[config.mk]
export PLATFORM = sky130hd
export DESIGN_NAME = periodic_task_due_scheduler
export DESIGN_NICKNAME = d
export VERILOG_FILES = /design/src/ptds_pkg.sv /design/src/periodic_task_due_scheduler.sv /design/src/ptds_slot_mem.sv /design/src/ptds_out_buf.sv /design/src/ptds_seq.sv
export SDC_FILE = /design/constraint.sdc
export NUM_CORES = 1
export LEC_CHECK = 0
export BUFFER_PORTS_ARGS = -buffer_cell sky130_fd_sc_hd__clkbuf_2
export CORE_ASPECT_RATIO = 0.5
export CORE_UTILIZATION = 38
export DETAILED_ROUTE_END_ITERATION = 10
export PLACE_DENSITY = 0.52
export RECOVER_POWER = 100
export REMOVE_ABC_BUFFERS = 1
export SETUP_SLACK_MARGIN = 0.15
export SLEW_MARGIN = 20
export SYNTH_ARGS = -nofsm -noshare
export SYNTH_HDL_FRONTEND = slang
export SYNTH_SLANG_ARGS = --single-unit
[constraint.sdc]
create_clock -name clk -period 15.04 [get_ports clk]
set_clock_uncertainty 0.05 [all_clocks]
set_input_delay 0.752 -clock clk [delete_from_list [all_inputs] [get_ports clk]]
set_output_delay 0.752 -clock clk [all_outputs]
set_load 0.05 [all_outputs]
[src/ptds_pkg.sv]
`default_nettype none

package ptds_pkg;

  // default table geometry
  localparam int MAX_TASKS_DEF   = 16;
  localparam int ID_BITS_DEF     = 16;
  localparam int PERIOD_BITS_DEF = 16;

  // fixed widths of the word fields
  localparam int ID_W     = 16;
  localparam int PER_W    = 16;
  localparam int COUNT_W  = 5;

  typedef enum logic [1:0] {
    REQ_TICK    = 2'd0,
    REQ_ADD     = 2'd1,
    REQ_DELETE  = 2'd2,
    REQ_COLLECT = 2'd3
  } req_t;

  typedef enum logic [2:0] {
    ST_OK       = 3'd0,
    ST_FULL     = 3'd1,
    ST_NOTFOUND = 3'd2,
    ST_DUE      = 3'd3,
    ST_NONE     = 3'd4
  } status_t;

  typedef struct packed {
    req_t               req_type;
    logic [ID_W-1:0]    task_id;
    logic [PER_W-1:0]   period;
  } in_word_t;

  typedef struct packed {
    logic [ID_W-1:0]    due_id;
    status_t            status;
    logic               last;
    logic [COUNT_W-1:0] task_count;
  } out_word_t;

endpackage

`default_nettype wire

[src/periodic_task_due_scheduler.sv]
// tick walks all slots and emits its word at the last slot
// add and delete stop at the first free or matching slot, or else at the last slot
// collect emits one word per due slot, stopping at the last; one none word if none is due
// a finished word that waits on a stalled output holds the walk
// one request at a time; slots read one per cycle when not stalled, write-back trails it
// reset clears the occupied and due flags and the task count; no clearing pass is needed
`default_nettype none

module periodic_task_due_scheduler
  import ptds_pkg::*;
#(
  parameter int MAX_TASKS   = MAX_TASKS_DEF,
  parameter int ID_BITS     = ID_BITS_DEF,
  parameter int PERIOD_BITS = PERIOD_BITS_DEF
) (
  input  wire logic     clk,
  input  wire logic     rst_n,
  input  wire logic     in_valid,
  output logic          in_stall,
  input  wire in_word_t in_word,
  output logic          out_valid,
  input  wire logic     out_stall,
  output out_word_t     out_word
);

  localparam int AW = (MAX_TASKS > 1) ? $clog2(MAX_TASKS) : 1;
  localparam int DW = ID_BITS + 2 * PERIOD_BITS;

  logic          mem_re;
  logic [AW-1:0] mem_raddr;
  logic [DW-1:0] mem_rdata;
  logic          mem_we;
  logic [AW-1:0] mem_waddr;
  logic [DW-1:0] mem_wdata;
  logic          emit_vld;
  out_word_t     emit_word;
  logic          out_free;

  ptds_slot_mem #(
    .DEPTH (MAX_TASKS),
    .AW    (AW),
    .DW    (DW)
  ) u_mem (
    .clk   (clk),
    .re    (mem_re),
    .raddr (mem_raddr),
    .rdata (mem_rdata),
    .we    (mem_we),
    .waddr (mem_waddr),
    .wdata (mem_wdata)
  );

  ptds_seq #(
    .MAX_TASKS   (MAX_TASKS),
    .ID_BITS     (ID_BITS),
    .PERIOD_BITS (PERIOD_BITS),
    .AW          (AW),
    .DW          (DW)
  ) u_seq (
    .clk       (clk),
    .rst_n     (rst_n),
    .in_valid  (in_valid),
    .in_stall  (in_stall),
    .in_word   (in_word),
    .mem_re    (mem_re),
    .mem_raddr (mem_raddr),
    .mem_rdata (mem_rdata),
    .mem_we    (mem_we),
    .mem_waddr (mem_waddr),
    .mem_wdata (mem_wdata),
    .emit_vld  (emit_vld),
    .emit_word (emit_word),
    .out_free  (out_free)
  );

  ptds_out_buf u_out (
    .clk       (clk),
    .rst_n     (rst_n),
    .emit_vld  (emit_vld),
    .emit_word (emit_word),
    .out_free  (out_free),
    .out_valid (out_valid),
    .out_stall (out_stall),
    .out_word  (out_word)
  );

endmodule

`default_nettype wire

[src/ptds_slot_mem.sv]
`default_nettype none

module ptds_slot_mem #(
  parameter int DEPTH = 16,
  parameter int AW    = 4,
  parameter int DW    = 48
) (
  input  wire logic          clk,
  input  wire logic          re,
  input  wire logic [AW-1:0] raddr,
  output logic      [DW-1:0] rdata,
  input  wire logic          we,
  input  wire logic [AW-1:0] waddr,
  input  wire logic [DW-1:0] wdata
);

  logic [DW-1:0] slot_mem_r [DEPTH];
  logic [DW-1:0] rdata_r;

  always_ff @(posedge clk) begin
    if (we) begin
      slot_mem_r[waddr] <= wdata;
    end
    // read data holds while the scan is stalled
    if (re) begin
      rdata_r <= slot_mem_r[raddr];
    end
  end

  assign rdata = rdata_r;

endmodule

`default_nettype wire

[src/ptds_out_buf.sv]
`default_nettype none

module ptds_out_buf
  import ptds_pkg::*;
(
  input  wire logic      clk,
  input  wire logic      rst_n,
  input  wire logic      emit_vld,
  input  wire out_word_t emit_word,
  output logic           out_free,
  output logic           out_valid,
  input  wire logic      out_stall,
  output out_word_t      out_word
);

  logic      out_valid_r;
  out_word_t out_word_r;

  assign out_free = !out_valid_r || !out_stall;

  always_ff @(posedge clk) begin
    if (!rst_n) begin
      out_valid_r <= 1'b0;
    end else if (emit_vld && out_free) begin
      out_valid_r <= 1'b1;
    end else if (!out_stall) begin
      out_valid_r <= 1'b0;
    end
  end

  always_ff @(posedge clk) begin
    if (emit_vld && out_free) begin
      out_word_r <= emit_word;
    end
  end

  assign out_valid = out_valid_r;
  assign out_word  = out_word_r;

endmodule

`default_nettype wire

[src/ptds_seq.sv]
`default_nettype none

module ptds_seq
  import ptds_pkg::*;
#(
  parameter int MAX_TASKS   = MAX_TASKS_DEF,
  parameter int ID_BITS     = ID_BITS_DEF,
  parameter int PERIOD_BITS = PERIOD_BITS_DEF,
  parameter int AW          = 4,
  parameter int DW          = 48
) (
  input  wire logic          clk,
  input  wire logic          rst_n,
  input  wire logic          in_valid,
  output logic               in_stall,
  input  wire in_word_t      in_word,
  output logic               mem_re,
  output logic      [AW-1:0] mem_raddr,
  input  wire logic [DW-1:0] mem_rdata,
  output logic               mem_we,
  output logic      [AW-1:0] mem_waddr,
  output logic      [DW-1:0] mem_wdata,
  output logic               emit_vld,
  output out_word_t          emit_word,
  input  wire logic          out_free
);

  localparam int CNTW = $clog2(MAX_TASKS + 1);
  localparam logic [AW:0]   RD_END  = (AW + 1)'(MAX_TASKS);
  localparam logic [AW-1:0] IDX_END = AW'(MAX_TASKS - 1);

  typedef enum logic [1:0] {
    S_IDLE = 2'b01,
    S_SCAN = 2'b10
  } seq_state_t;

  seq_state_t             state_r, state_nxt;
  req_t                   op_r, op_nxt;
  logic [ID_W-1:0]        id_r, id_nxt;
  logic [PERIOD_BITS-1:0] per_r, per_nxt;
  logic [AW:0]            rd_idx_r, rd_idx_nxt;
  logic                   ev_vld_r, ev_vld_nxt;
  logic [AW-1:0]          ev_idx_r, ev_idx_nxt;
  logic [MAX_TASKS-1:0]   used_r, used_nxt;
  logic [MAX_TASKS-1:0]   due_r, due_nxt;
  logic [CNTW-1:0]        cnt_r, cnt_nxt;

  logic [ID_BITS-1:0]     id_e;
  logic [PERIOD_BITS-1:0] per_e;
  logic [PERIOD_BITS-1:0] cd_e;
  logic [MAX_TASKS-1:0]   ev_onehot;
  logic                   ev_used;
  logic                   ev_due;
  logic                   ev_end;
  logic                   rem_zero;
  logic                   hit;
  logic                   need_emit;
  logic                   finish;
  logic                   go;

  assign id_e      = mem_rdata[DW-1 -: ID_BITS];
  assign per_e     = mem_rdata[2*PERIOD_BITS-1 -: PERIOD_BITS];
  assign cd_e      = mem_rdata[PERIOD_BITS-1:0];
  assign ev_onehot = MAX_TASKS'(1) << ev_idx_r;
  assign ev_used   = used_r[ev_idx_r];
  assign ev_due    = due_r[ev_idx_r];
  assign ev_end    = (ev_idx_r == IDX_END);
  // due slots are cleared as they go out, so what is left lies above this slot
  assign rem_zero  = ((used_r & due_r & ~ev_onehot) == '0);

  always_comb begin
    hit       = 1'b0;
    need_emit = 1'b0;
    finish    = 1'b0;
    unique case (op_r)
      REQ_TICK: begin
        need_emit = ev_end;
        finish    = ev_end;
      end
      REQ_ADD: begin
        hit       = !ev_used;
        need_emit = hit || ev_end;
        finish    = need_emit;
      end
      REQ_DELETE: begin
        hit       = ev_used && (id_e == ID_BITS'(id_r));
        need_emit = hit || ev_end;
        finish    = need_emit;
      end
      REQ_COLLECT: begin
        hit       = ev_used && ev_due;
        need_emit = hit || ev_end;
        finish    = (hit && rem_zero) || (!hit && ev_end);
      end
      default: begin
        need_emit = 1'b0;
      end
    endcase
  end

  // the eval stage waits when it has a word and the output register is taken
  assign go = !ev_vld_r || !need_emit || out_free;

  assign in_stall = (state_r != S_IDLE);

  always_comb begin
    state_nxt  = state_r;
    op_nxt     = op_r;
    id_nxt     = id_r;
    per_nxt    = per_r;
    rd_idx_nxt = rd_idx_r;
    ev_vld_nxt = ev_vld_r;
    ev_idx_nxt = ev_idx_r;
    used_nxt   = used_r;
    due_nxt    = due_r;
    cnt_nxt    = cnt_r;
    mem_re     = 1'b0;
    mem_raddr  = rd_idx_r[AW-1:0];
    mem_we     = 1'b0;
    mem_waddr  = ev_idx_r;
    mem_wdata  = {id_e, per_e, cd_e};
    emit_vld   = 1'b0;
    emit_word  = '{due_id: id_r, status: ST_OK, last: 1'b1,
                   task_count: COUNT_W'(cnt_r)};

    unique case (state_r)
      S_IDLE: begin
        if (in_valid) begin
          op_nxt     = in_word.req_type;
          id_nxt     = in_word.task_id;
          per_nxt    = PERIOD_BITS'(in_word.period);
          rd_idx_nxt = '0;
          ev_vld_nxt = 1'b0;
          state_nxt  = S_SCAN;
        end
      end
      S_SCAN: begin
        if (go) begin
          if (ev_vld_r) begin
            emit_vld = need_emit;
            unique case (op_r)
              REQ_TICK: begin
                if (ev_used && (cd_e != '0)) begin
                  mem_we = 1'b1;
                  if (cd_e == PERIOD_BITS'(1)) begin
                    mem_wdata         = {id_e, per_e, per_e};
                    due_nxt[ev_idx_r] = 1'b1;
                  end else begin
                    mem_wdata = {id_e, per_e, cd_e - PERIOD_BITS'(1)};
                  end
                end
              end
              REQ_ADD: begin
                if (hit) begin
                  mem_we             = 1'b1;
                  mem_wdata          = {ID_BITS'(id_r), per_r, per_r};
                  used_nxt[ev_idx_r] = 1'b1;
                  due_nxt[ev_idx_r]  = 1'b0;
                  cnt_nxt            = cnt_r + CNTW'(1);
                  emit_word.task_count = COUNT_W'(cnt_r + CNTW'(1));
                end else begin
                  emit_word.status = ST_FULL;
                end
              end
              REQ_DELETE: begin
                if (hit) begin
                  used_nxt[ev_idx_r] = 1'b0;
                  due_nxt[ev_idx_r]  = 1'b0;
                  cnt_nxt            = cnt_r - CNTW'(1);
                  emit_word.task_count = COUNT_W'(cnt_r - CNTW'(1));
                end else begin
                  emit_word.status = ST_NOTFOUND;
                end
              end
              REQ_COLLECT: begin
                if (hit) begin
                  due_nxt[ev_idx_r] = 1'b0;
                  emit_word.due_id  = ID_W'(id_e);
                  emit_word.status  = ST_DUE;
                  emit_word.last    = rem_zero;
                end else begin
                  emit_word.status = ST_NONE;
                end
              end
              default: begin
                emit_vld = 1'b0;
              end
            endcase
          end

          if (ev_vld_r && finish) begin
            ev_vld_nxt = 1'b0;
            state_nxt  = S_IDLE;
          end else if (rd_idx_r < RD_END) begin
            mem_re     = 1'b1;
            ev_vld_nxt = 1'b1;
            ev_idx_nxt = rd_idx_r[AW-1:0];
            rd_idx_nxt = rd_idx_r + (AW + 1)'(1);
          end else begin
            ev_vld_nxt = 1'b0;
          end
        end
      end
      default: begin
        state_nxt = S_IDLE;
      end
    endcase
  end

  always_ff @(posedge clk) begin
    if (!rst_n) begin
      state_r  <= S_IDLE;
      ev_vld_r <= 1'b0;
      used_r   <= '0;
      due_r    <= '0;
      cnt_r    <= '0;
    end else begin
      state_r  <= state_nxt;
      ev_vld_r <= ev_vld_nxt;
      used_r   <= used_nxt;
      due_r    <= due_nxt;
      cnt_r    <= cnt_nxt;
    end
  end

  always_ff @(posedge clk) begin
    op_r     <= op_nxt;
    id_r     <= id_nxt;
    per_r    <= per_nxt;
    rd_idx_r <= rd_idx_nxt;
    ev_idx_r <= ev_idx_nxt;
  end

  a_emit_room: assert property (@(posedge clk) disable iff (!rst_n)
    emit_vld |-> out_free)
    else $error("word emitted while output register is taken");

  a_count_match: assert property (@(posedge clk) disable iff (!rst_n)
    cnt_r == CNTW'($countones(used_r)))
    else $error("task count differs from occupied slots");

  a_due_used: assert property (@(posedge clk) disable iff (!rst_n)
    (due_r & ~used_r) == '0)
    else $error("due flag on a free slot");

  a_no_overlap: assert property (@(posedge clk) disable iff (!rst_n)
    (mem_we && mem_re) |-> (mem_waddr != mem_raddr))
    else $error("read and write hit the same slot");

  a_idle_quiet: assert property (@(posedge clk) disable iff (!rst_n)
    (state_r == S_IDLE) |-> (!mem_we && !emit_vld))
    else $error("table activity while idle");

endmodule

`default_nettype wire
# Word level (Yosys, flattened, before mapping)

Memory sizes are Yosys's and may differ from the RTL's. A register that Yosys moved wholly into a read port is not among the register bits.
Cells that the tools add are included.

Add/subtract/negate cells: 4
$lt $le $gt $ge: 3
Eq/ne operators: 20
Shift-type cells: 1
Mux-type cells: 66
Bitwise logic cells: 9
Reduce and logical (&&, ||, !) cells: 36

Operators by type and width:

| operator                | count |
|---|---|
| $mux W48                | 4 |
| $mux W16                | 9 |
| $pmux W48 S2            | 1 |
| $mux W25                | 3 |
| $and A16 B16 Y16        | 4 |
| $pmux W16 S2            | 2 |
| $not A16 Y16            | 2 |
| $or A16 B16 Y16         | 2 |
| $mux W5                 | 6 |
| $mux W1                 | 24 |
| $ne A2 B1 Y1 const B    | 10 |
| $pmux W5 S2             | 2 |
| $eq A16 B1 Y1 const B   | 1 |
| $eq A16 B16 Y1          | 1 |
| $logic_not A16 Y1       | 1 |
| $reduce_bool A16 Y1     | 1 |
| $shl A1 B4 Y16 const A  | 1 |
| $sub A16 B1 Y16 const B | 1 |
| $reduce_and A6 Y1       | 2 |
| $add A5 B1 Y5 const B   | 2 |
| $reduce_and A5 Y1       | 2 |
| $pmux W3 S3             | 1 |
| $reduce_and A3 Y1       | 3 |
| $bmux W1 S4             | 2 |
| other kinds (24)        | 52 |

Register bits after elaboration: 109
RAM bits: 768
Bits of input ports: 38
Output and inout port bits: 27
Logic and storage cells: 155
Memories: 1

Memory list:

| memory           | words | bits a word | read ports | clocked after Yosys merged registers in | write ports | RTL line            | text |
|---|---|---|---|---|---|---|---|
| u_mem.slot_mem_r | 16    | 48          | 1          | 1                                       | 1           | ptds_slot_mem.sv:17 | `logic [DW-1:0] slot_mem_r [DEPTH];` |

# Longest topological paths before layout

Gate-level depths: netlist (run 1).

Depth in word-level cells: 12
Depth in mapped cells: 13
Gate-level depth less buffers: 9

# Cells and area by module

Synthesis (run 1) repeated with hierarchy kept, for this count alone.

Cell total of the unflattened synthesis: 1881
Area total of the unflattened synthesis: 36973.0 um2

Modules (own cells, without submodules):

| module        | instances | cells an instance | area an instance (um2) | seq. area each (um2) |
|---|---|---|---|---|
| ptds_slot_mem | 1         | 1242              | 30171.4                | 24503.5 |
| ptds_seq      | 1         | 609               | 6009.5                 | 2092.0 |
| ptds_out_buf  | 1         | 30                | 792.0                  | 770.7 |

# Worst setup path before layout (run 1)

OpenSTA, ideal clock, no wires.

Path type: register -> register
From: register u_seq.ev_idx_r[0], in the netlist u_seq.mem_waddr[0]
To: register u_mem.rdata_r[0], in the netlist u_mem.rdata[0] (read register of u_mem.slot_mem_r), enable pin
Library setup time: 0.590 ns
Data arrival time: 7.115 ns
Required time: 14.400 ns
Slack: 7.285 ns
Cell stages (with the launch flop): 10
Buffers on the path: 2
Period minus slack after synthesis: 7.755 ns
Cell sequence: edfxtp_1 -> buf_6 -> buf_2 -> nor2b_1 -> a21oi_1 -> nand2_1 -> a311o_1 -> or2_2 -> a22oi_1 -> nor4b_1

Word-level cells in the longest chain between the ends: 11
Elaborated cells between the ends (all ways): 28
Those cells by class: eq/ne: 1; shift: 1; mux: 9; bitwise: 2; reduce/logical: 15

Ends and longest elaborated chain:

| item                                                        | RTL line                          | text |
|---|---|---|
| start, declared                                             | ptds_seq.sv:43                    | `logic [AW-1:0] ev_idx_r, ev_idx_nxt;` |
| start signal, assigned                                      | ptds_seq.sv:231                   | `ev_idx_r <= ev_idx_nxt;` |
| $bmux W1 S4, or another cell as far along                   | ptds_seq.sv:65                    | `assign ev_used = used_r[ev_idx_r];` |
| $mux W1 (implied by the code), or another cell as far along | ptds_seq.sv:65                    |  |
| $logic_and A1 B1 Y1 or $and A16 B16 Y16 (tied branches)     | ptds_seq.sv:91, ptds_seq.sv:69    |  |
| $logic_not A1 Y1 or $logic_not A16 Y1 (tied branches)       | ptds_seq.sv:93, ptds_seq.sv:69    |  |
| $logic_and A1 B1 Y1                                         | ptds_seq.sv:93                    | `finish = (hit && rem_zero) \|\| (!hit && ev_end);` |
| $logic_or A1 B1 Y1                                          | ptds_seq.sv:93                    |  |
| $pmux W1 S4                                                 | ptds_seq.sv:75                    | `unique case (op_r)` |
| $logic_and A1 B1 Y1                                         | ptds_seq.sv:191                   | `if (ev_vld_r && finish) begin` |
| $mux W1                                                     | ptds_seq.sv:191                   |  |
| $mux W1 (*)                                                 | ptds_seq.sv:138                   | `if (go) begin` |
| $mux W1 (*)                                                 | ptds_seq.sv:126                   | `unique case (state_r)` |
| named net mem_re                                            | periodic_task_due_scheduler.sv:29 | `logic mem_re;` |
| end, declared                                               | ptds_slot_mem.sv:18               | `logic [DW-1:0] rdata_r;` |

Mark *: on every way through the listed nets, which the timed path passes. The rest lies on a longest branch. The select of a mux whose other input is x is not followed.
A chain may end at the register's enable or synchronous reset.

# Final worst setup path (run 1)

From: register u_seq.rd_idx_r[0]
To: register u_mem.rdata_r[11], in the netlist u_mem.rdata[11] (read register of u_mem.slot_mem_r) (data pin)

Word-level cells in the longest chain between the ends: 5

Ends and longest elaborated chain:

| item                   | RTL line        | text |
|---|---|---|
| start, declared        | ptds_seq.sv:41  | `logic [AW:0] rd_idx_r, rd_idx_nxt;` |
| start signal, assigned | ptds_seq.sv:230 | `rd_idx_r <= rd_idx_nxt;` |
| $lt A5 B5 Y1           | ptds_seq.sv:194 | `end else if (rd_idx_r < RD_END) begin` |
| $mux W1                | ptds_seq.sv:194 |  |
| $mux W1                | ptds_seq.sv:191 |  |
| $mux W1                | ptds_seq.sv:138 |  |
| $mux W1                | ptds_seq.sv:126 |  |

Parallel ways exist; a longest one is shown, timed or not.

==> results of run 1 <==
area by class of cell:
cell class	count	area [sq um]	share of cell area
sequential	925	27400	0.663
multi-input combinational	731	8970	0.217
clock buffer	105	2290	0.0554
tap	1271	1590	0.0385
timing repair buffer	111	533	0.0129
clock inverter	57	469	0.0114
inverter	20	75.1	0.00182
registers in the layout (all words and copies together), names as in the netlist, named ones only:
signal,cells
u_mem.slot_mem_r,768
u_mem.rdata,48
u_out.out_word,25
u_seq.id_r,16
u_seq.per_r,16
u_seq.cnt_r,5
u_seq.rd_idx_r,5
u_seq.mem_waddr,4
u_seq.op_r,2
u_seq.state_r,2
u_out.out_valid,1
u_seq.ev_vld_r,1
how the worst max path moves through the flow:
stage | from | end | slack, ps | cells after the start
3_5_place_dp | u_seq.mem_waddr[0] | u_mem.slot_mem_r[6][16] | 9530 | 9
5_1_grt | u_seq.rd_idx_r[0] | u_mem.rdata[21] | 4800 | 6
6_report | u_seq.rd_idx_r[0] | u_mem.rdata[11] | 6070 | 6
2_1_floorplan | u_seq.rd_idx_r[0] | u_mem.rdata[0] | 6100 | 2
4_1_cts | u_seq.mem_waddr[0] | u_mem.slot_mem_r[6][33] | 9520 | 9
3_3_place_gp | u_seq.mem_waddr[0] | u_mem.slot_mem_r[6][16] | 9590 | 9
cells in the final DEF (no fill, tap or decap), drive strengths merged, types with 10 or more instances in the layout:
cell    instances
buf            14
ha             11
o21ai          15
dfxtp          41
a22o           29
a311oi         16
nor3           12
a21oi          47
mux4          245
a211oi         15
and2           11
nor2           49
xor2           10
nor4b          10
inv            22
nand3          17
edfxtp        884
o22ai          21
clkbuf        202
xnor2          18
o41ai          17
clkinv         47
nand2          48
o311ai         17
mux2           18
routing by layer:
| metal | share of wire | vias up |
|---|---|---|
| met5 | 0 | - |
| met1 | 0.47 | 10071 |
| met3 | 0.062 | 114 |
| met2 | 0.45 | 607 |
| li1 | - | 7769 |
| met4 | 0.017 | 0 |
through the flow:
| step | std cells | setup WS (ps) | cell area (sq um) |
|---|---|---|---|
| 2_1_floorplan | 1676 | 6100 | 36400 |
| 3_3_place_gp | 3051 | 9590 | 38800 |
| 3_5_place_dp | 3052 | 9530 | 38800 |
| 4_1_cts | 3214 | 9520 | 41600 |
| 5_1_grt | 3220 | 4800 | 41300 |
| 6_report | 3220 | 6070 | 41300 |
cells by family (layout without fill, tap and decap cells):
family,Yosys count,in the layout,synth area share
flops,925,925,0.741
mux,271,271,0.157
compound gates,228,228,0.0481
simple gates,193,193,0.0280
buf+inv,129,293,0.0154
xor+xnor,28,28,0.00664
fa+ha+maj,11,11,0.00373
worst max-delay path, cell delays in order (launching register included):
cell	delay (ps)
edfxtp_1	320
clkbuf_1	2510
clkbuf_1	2740
buf_4	1060
buf_4	810
mux4_2	620
mux4_2	470
power groups by stage:
stage	clock network, W	registers, W	logic (W)
2_1_floorplan	0	0.00290	0.000161
3_3_place_gp	0	0.00287	0.000216
3_5_place_dp	0	0.00287	0.000217
4_1_cts	0.00222	0.00282	0.000217
5_1_grt	0.00232	0.00282	0.000236
6_report	0.00217	0.00282	0.000219
==> summary.txt, run 1 <==
Status
  – Result of the run: finished, violations left
  – Violations in the final reports: max-capacitance violations, max-slew violations

Global routing
  – Met1 track demand over resource: 0.294
  – Via count of the first global-routing pass: ~18000
  – Met3 Resource Use GR: 0.0388
  – Met2 demand-to-capacity share in global routing: 0.280
  – Overflow left after global routing: 0
  – Global-route usage over all layers: 0.191
  – Busiest layer in global routing: met1
  – First-pass GRT wire length: between 100 and 150 mm
  – Initial antenna violation count: 2
  – Largest net degree at the start of global routing: 60

Yosys
  – Share of async-settable or async-resettable flops after synthesis: 0
  – Post-synthesis sequential area ratio: 0.741
  – Number of warning messages in the yosys log: 0
  – Instance count of the mapped netlist: approximately 1800
  – Post-synth top flop: edfxtp_1
  – Top post-synthesis cells by area: edfxtp_1 72%, mux4_2 15%, dfxtp_1 2.2%
  – Total of flip-flops plus latches after synthesis: 925
  – Unique cell type count in the Yosys netlist: 74
  – Yosys top cell by area: edfxtp_1
  – Synth cell count leaders: 884 x edfxtp_1, 245 x mux4_2, 72 x clkbuf_1, 49 x nor2_1, 47 x nand2_1
  – Number of enable flip-flop cells after synthesis: a little under 900
  – Post-Synthesis Cell Area: 36900 sq um
  – Post-synthesis average cell area: a little over 20 sq um
  – Fraction of post-synthesis cell area in the top cell type by area: 0.719
  – Top-count cell post-synth: edfxtp_1

Worst hold path
  – Worst Hold Depth: 1
  – Source of the worst hold timing path: in_word[0]
  – Hold WC Path Type: in -> reg
  – Worst-case hold path end point: u_seq.per_r[0]

Worst setup path
  – Source of the worst register-to-register timing path: u_seq.rd_idx_r[0]
  – Startpoint class of the critical path: register
  – R2r setup slk: 6070 ps
  – Worst-path maximum fanout: 44
  – R2R Path End: u_mem.rdata[11]
  – WP data arrival: around 9300 ps
  – Category of the most critical setup path: reg -> reg
  – Element type at the critical path end: register
  – Number of cells on the worst reg-to-reg path: 6
  – WP data required: 15400 ps

CTS
  – Clock root buffer: clkbuf_16
  – Clock latency reported for the late side of the worst-skew pair: just under 700 ps
  – Number of sinks handled by clock tree synthesis: between 900 and 1000
  – Clock tree from TritonCTS: done
  – Post-CTS Repair Setup Buffers: 0
  – Maximum clock path buffer count: 3
  – Count of instances resized after the clock tree is built: 0
  – # hold bufs at CTS: 0
  – TritonCTS buffer count: slightly below 90
  – Clock transition time at the flip-flop clock pins of the worst setup and hold paths: approximately 60 ps
  – H-tree depth reported by CTS: 3

STA
  – Final count of pins violating max slew: ~1200
  – RSZ-0062 raised after global routing: no
  – Transition time at the pin with the least slew margin: approximately 4700 ps
  – Post-route clock period utilization: 0.596
  – Final setup TNS: 0 ps
  – Final number of hold-violating endpoints: 0
  – # setup viols final: 0
  – Hold Worst Slack: ~200 ps
  – Achievable frequency: between 0.1 and 0.15 GHz
  – Post-layout minimum cycle time: 8970 ps
  – Headroom to the max-slew limit: -2.11

Route
  – Total length of routed wires: 93.5 mm
  – DR pass1 iterations: 5
  – Number of design rule violations left after detail routing: 0
  – Vias after detailed routing: 18561
  – Initial DRC count: 1602
  – DR WL/cell: around 29 microns
  – Vias per cell: between 5 and 6
  – Antenna viol nets, final: 0

Die
  – X dimension of the die: around 440 microns
  – Floorplan core area: ~96000 sq um
  – Starting utilization of the core area: 0.385
  – Cell Rows: 80
  – Die Ht: 222 microns
  – I/O pin count: 65
  – Die Area: 98500 sq um

Power and ir drop
  – Highest ir drop seen on vdd: around 0.00009 V
  – Clock network fraction of total power: 0.417
  – Share of power burned in registers: 0.541
  – Internal: 0.00411 W
  – Combinational Power Share: 0.042
  – P_leak: about 13 nW
  – Pwr per Cell Area: 126 nW/um^2
  – Overall power consumption: between 0.005 and 0.006 W
  – Net switching component of the power: roughly 0.0011 W
  – Switching part of the total power: 0.211

Final layout
  – Layout cells sized above 1: 0.227
  – Final core utilization: 0.431
  – Area added between synthesis and finish: 11.8%
  – Diodes inserted: 0
  – Layout Nets: 1926
  – Layout filler cell count: 8222

Place
  – Half-perimeter wire length after detailed placement: 50.2 mm
  – Number of buffer cells added on primary ports: 64
  – Final GP Congestion: roughly 0.79

Flow run
  – Max-cap check violation count: 42
Note: power is estimated with default switching activity, not from simulation.
==> inputs of run 2 (changes only) <==
- PLACE_DENSITY: 0.52 -> 0.54
- clock period: 15.04 -> 7.2 ns (I/O delays scaled with it)
==> run 2 against run 1 <==
The flow still finishes with violations (max-capacitance violations, max-slew violations). Fmax grew 45%. Sequential power grew 110%. First-iteration DRC count grew 14%. Critical path depth grew 5. Utilization grew 0.31 points. Hold slack gained 19 ps. Register-to-register slack lost 5100 ps. Largest cell class unchanged.
==> summary.txt, run 2 (synthesized netlist as in run 1, its figures left out) <==
Die
  – Die Ht: 222 microns (unchanged)
  – X dimension of the die: 443 microns (unchanged)
  – I/O pin count: 65 (unchanged)
  – Floorplan core area: 95800 sq um (unchanged)
  – Die Area: 98500 sq um (unchanged)
  – Cell Rows: 80 (unchanged)
  – Starting utilization of the core area: 0.385 (unchanged)

CTS
  – Clock root buffer: clkbuf_16
  – Count of instances resized after the clock tree is built: 0 (unchanged)
  – H-tree depth reported by CTS: 3 (unchanged)
  – Clock latency reported for the late side of the worst-skew pair: 680 ps (about the same)
  – Number of sinks handled by clock tree synthesis: 925 (unchanged)
  – Clock transition time at the flip-flop clock pins of the worst setup and hold paths: 70 ps (about the same)
  – Maximum clock path buffer count: 3 (unchanged)
  – Clock tree from TritonCTS: done
  – TritonCTS buffer count: 85 (-3.4%)

Worst setup path
  – WP data required: 7410 ps (-7990 ps)
  – Element type at the critical path end: register
  – Startpoint class of the critical path: register
  – Worst-path maximum fanout: 28 (-36%)
  – WP data arrival: 6390 ps (-2940 ps)
  – Category of the most critical setup path: reg -> reg

STA
  – Post-layout minimum cycle time: 6180 ps (-2790 ps)
  – Final count of pins violating max slew: 238 (-80%)
  – Final Worst Setup Slack: 1020 ps (-5050 ps)
  – Post-route clock period utilization: 0.859 (+0.263)
  – # setup viols final: 0 (unchanged)
  – Achievable frequency: 0.162 GHz (+45%)
  – Final setup TNS: 0 ps (unchanged)
  – RSZ-0062 raised after global routing: no
  – Headroom to the max-slew limit: -1.52 (+0.587)
  – Final number of hold-violating endpoints: 0 (unchanged)
  – Transition time at the pin with the least slew margin: 3780 ps (-881 ps)

Global routing
  – Overflow left after global routing: 0 (unchanged)
  – Via count of the first global-routing pass: 18517 (+0.12%)
  – First-pass GRT wire length: 134 mm (-0.71%)
  – Initial antenna violation count: 1 (-1)
  – Global-route usage over all layers: 0.189 (-0.00184)
  – Largest net degree at the start of global routing: 124 (+110%)

Route
  – Number of design rule violations left after detail routing: 0 (unchanged)
  – Antenna viol nets, final: 0 (unchanged)
  – DR pass1 iterations: 5 (unchanged)
  – DR WL/cell: 28.7 microns (-1.3%)
  – Total length of routed wires: 93.2 mm (-0.37%)
  – Vias per cell: 5.74 (-0.38%)
  – Initial DRC count: 1832 (+14%)
  – Vias after detailed routing: 18669 (+0.58%)

Final layout
  – Layout cells sized above 1: 0.231 (+0.00453)
  – Max FFs per register: 768 (unchanged)
  – Layout Nets: 1965 (+2.0%)
  – Area added between synthesis and finish: 12.6%
  – Diodes inserted: 0 (unchanged)
  – Most common cell after layout, fill and taps aside: edfxtp_1
  – Commonest non-fill, non-tap cells in the layout: 884 x edfxtp_1, 245 x mux4_2, 86 x clkbuf_16
  – Final core utilization: 0.434 (+0.00307)
  – Final non-filler cell area: 41600 sq um (+0.71%)
  – Register ranked first by flip-flop count: u_mem.slot_mem_r

Worst hold path
  – Hold WC Path Type: in -> reg

Place
  – Half-perimeter wire length after detailed placement: 50.4 mm (+0.50%)
  – Number of buffer cells added on primary ports: 64 (unchanged)
  – Final GP Congestion: 0.788 (-0.15%)
  – Dpl cell area: 38900 sq um (+0.22%)
  – Post-placement worst setup slack: 1730 ps (-7790 ps)

Status
  – Violations in the final reports: max-capacitance violations, max-slew violations
  – Result of the run: finished, violations left

Power and ir drop
  – Pwr per Cell Area: 255 nW/um^2 (+100%)
  – Highest ir drop seen on vdd: 0.000168 V (+87%)
  – P_leak: 12.7 nW (+0.93%)

Flow run
  – Max-cap check violation count: 6 (-86%)
==> run 2: cell count changes in the layout (fill, tap and decap cells not counted), sizes merged <==
cell         previous run  this run
clkinv                 47        42
inv                    22        21
buf                    14        28
clkbuf                202       195
bufinv                  6         1
dlygate4sd3             0        35
==> run 2: path summary, 6_finish.rpt <==
kind                                                 end          startpoint  cells past startpoint  slack (ps)
worst min-delay path                    u_seq.state_r[0]               rst_n                      2         220
worst min register to register                  register            register                      2         480
worst max register to register  u_mem.slot_mem_r[14][18]  u_seq.mem_waddr[0]                     11        1020
worst max-delay path            u_mem.slot_mem_r[14][18]  u_seq.mem_waddr[0]                     11        1020
==> run 2: cell type report <==
cell class / instances / area, sq um
fill: 8167 / 54200
inverter: 20 / 75.1
timing repair buffer: 153 / 973
clock inverter: 46 / 310
clock buffer: 105 / 2220
multi-input combinational: 731 / 9040
sequential: 925 / 27400
tap: 1271 / 1590
==> run 2: what timing repair did <==
item / in CTS / in global routing
setup endpoints to repair: 0 / 0
hold endpoints to repair: 35 / 0
hold buffers: 35 / 0
buffers inserted: 0 / 0
==> run 2: worst max-delay path, cell delays in order, from the launching register on <==
cell and delay [ps]:
edfxtp_1 640, clkbuf_1 730, mux4_2 620, a2bb2oi_1 200, a22oi_4 300, o211ai_1 260, a211oi_4 750, o211ai_1 200
buf_4 300, nor2_1 140, buf_4 400, clkbuf_2 1120
==> run 2: metal layers <==
layer / GRT usage / vias up / wire length, microns / share of wire
li1: - / 7846 / - / -
met1: 0.283 / 10139 / 42400 / 0.45
met2: 0.286 / 578 / 43200 / 0.46
met3: 0.0408 / 106 / 6130 / 0.066
met4: 0.0380 / 0 / 1500 / 0.016
met5: 0 / - / 0 / 0
==> run 2: power by group <==
part | switching [W] | internal, W | total [W]
Combinational | 0.000232 | 0.000232 | 0.000465
Clock | 0.00199 | 0.00224 | 0.00423
Sequential | 0.0000279 | 0.00586 | 0.00589
Total | 0.00225 | 0.00834 | 0.0106
==> run 2: through the flow <==
step                      total power, W  instances  hold WS, ps
after global placement           0.00646       3059          482
after global routing              0.0109       3251          201
after CTS                         0.0107       3246          176
final                             0.0106       3251          217
after floorplan                  0.00639       1676          386
after detailed placement         0.00646       3060          477
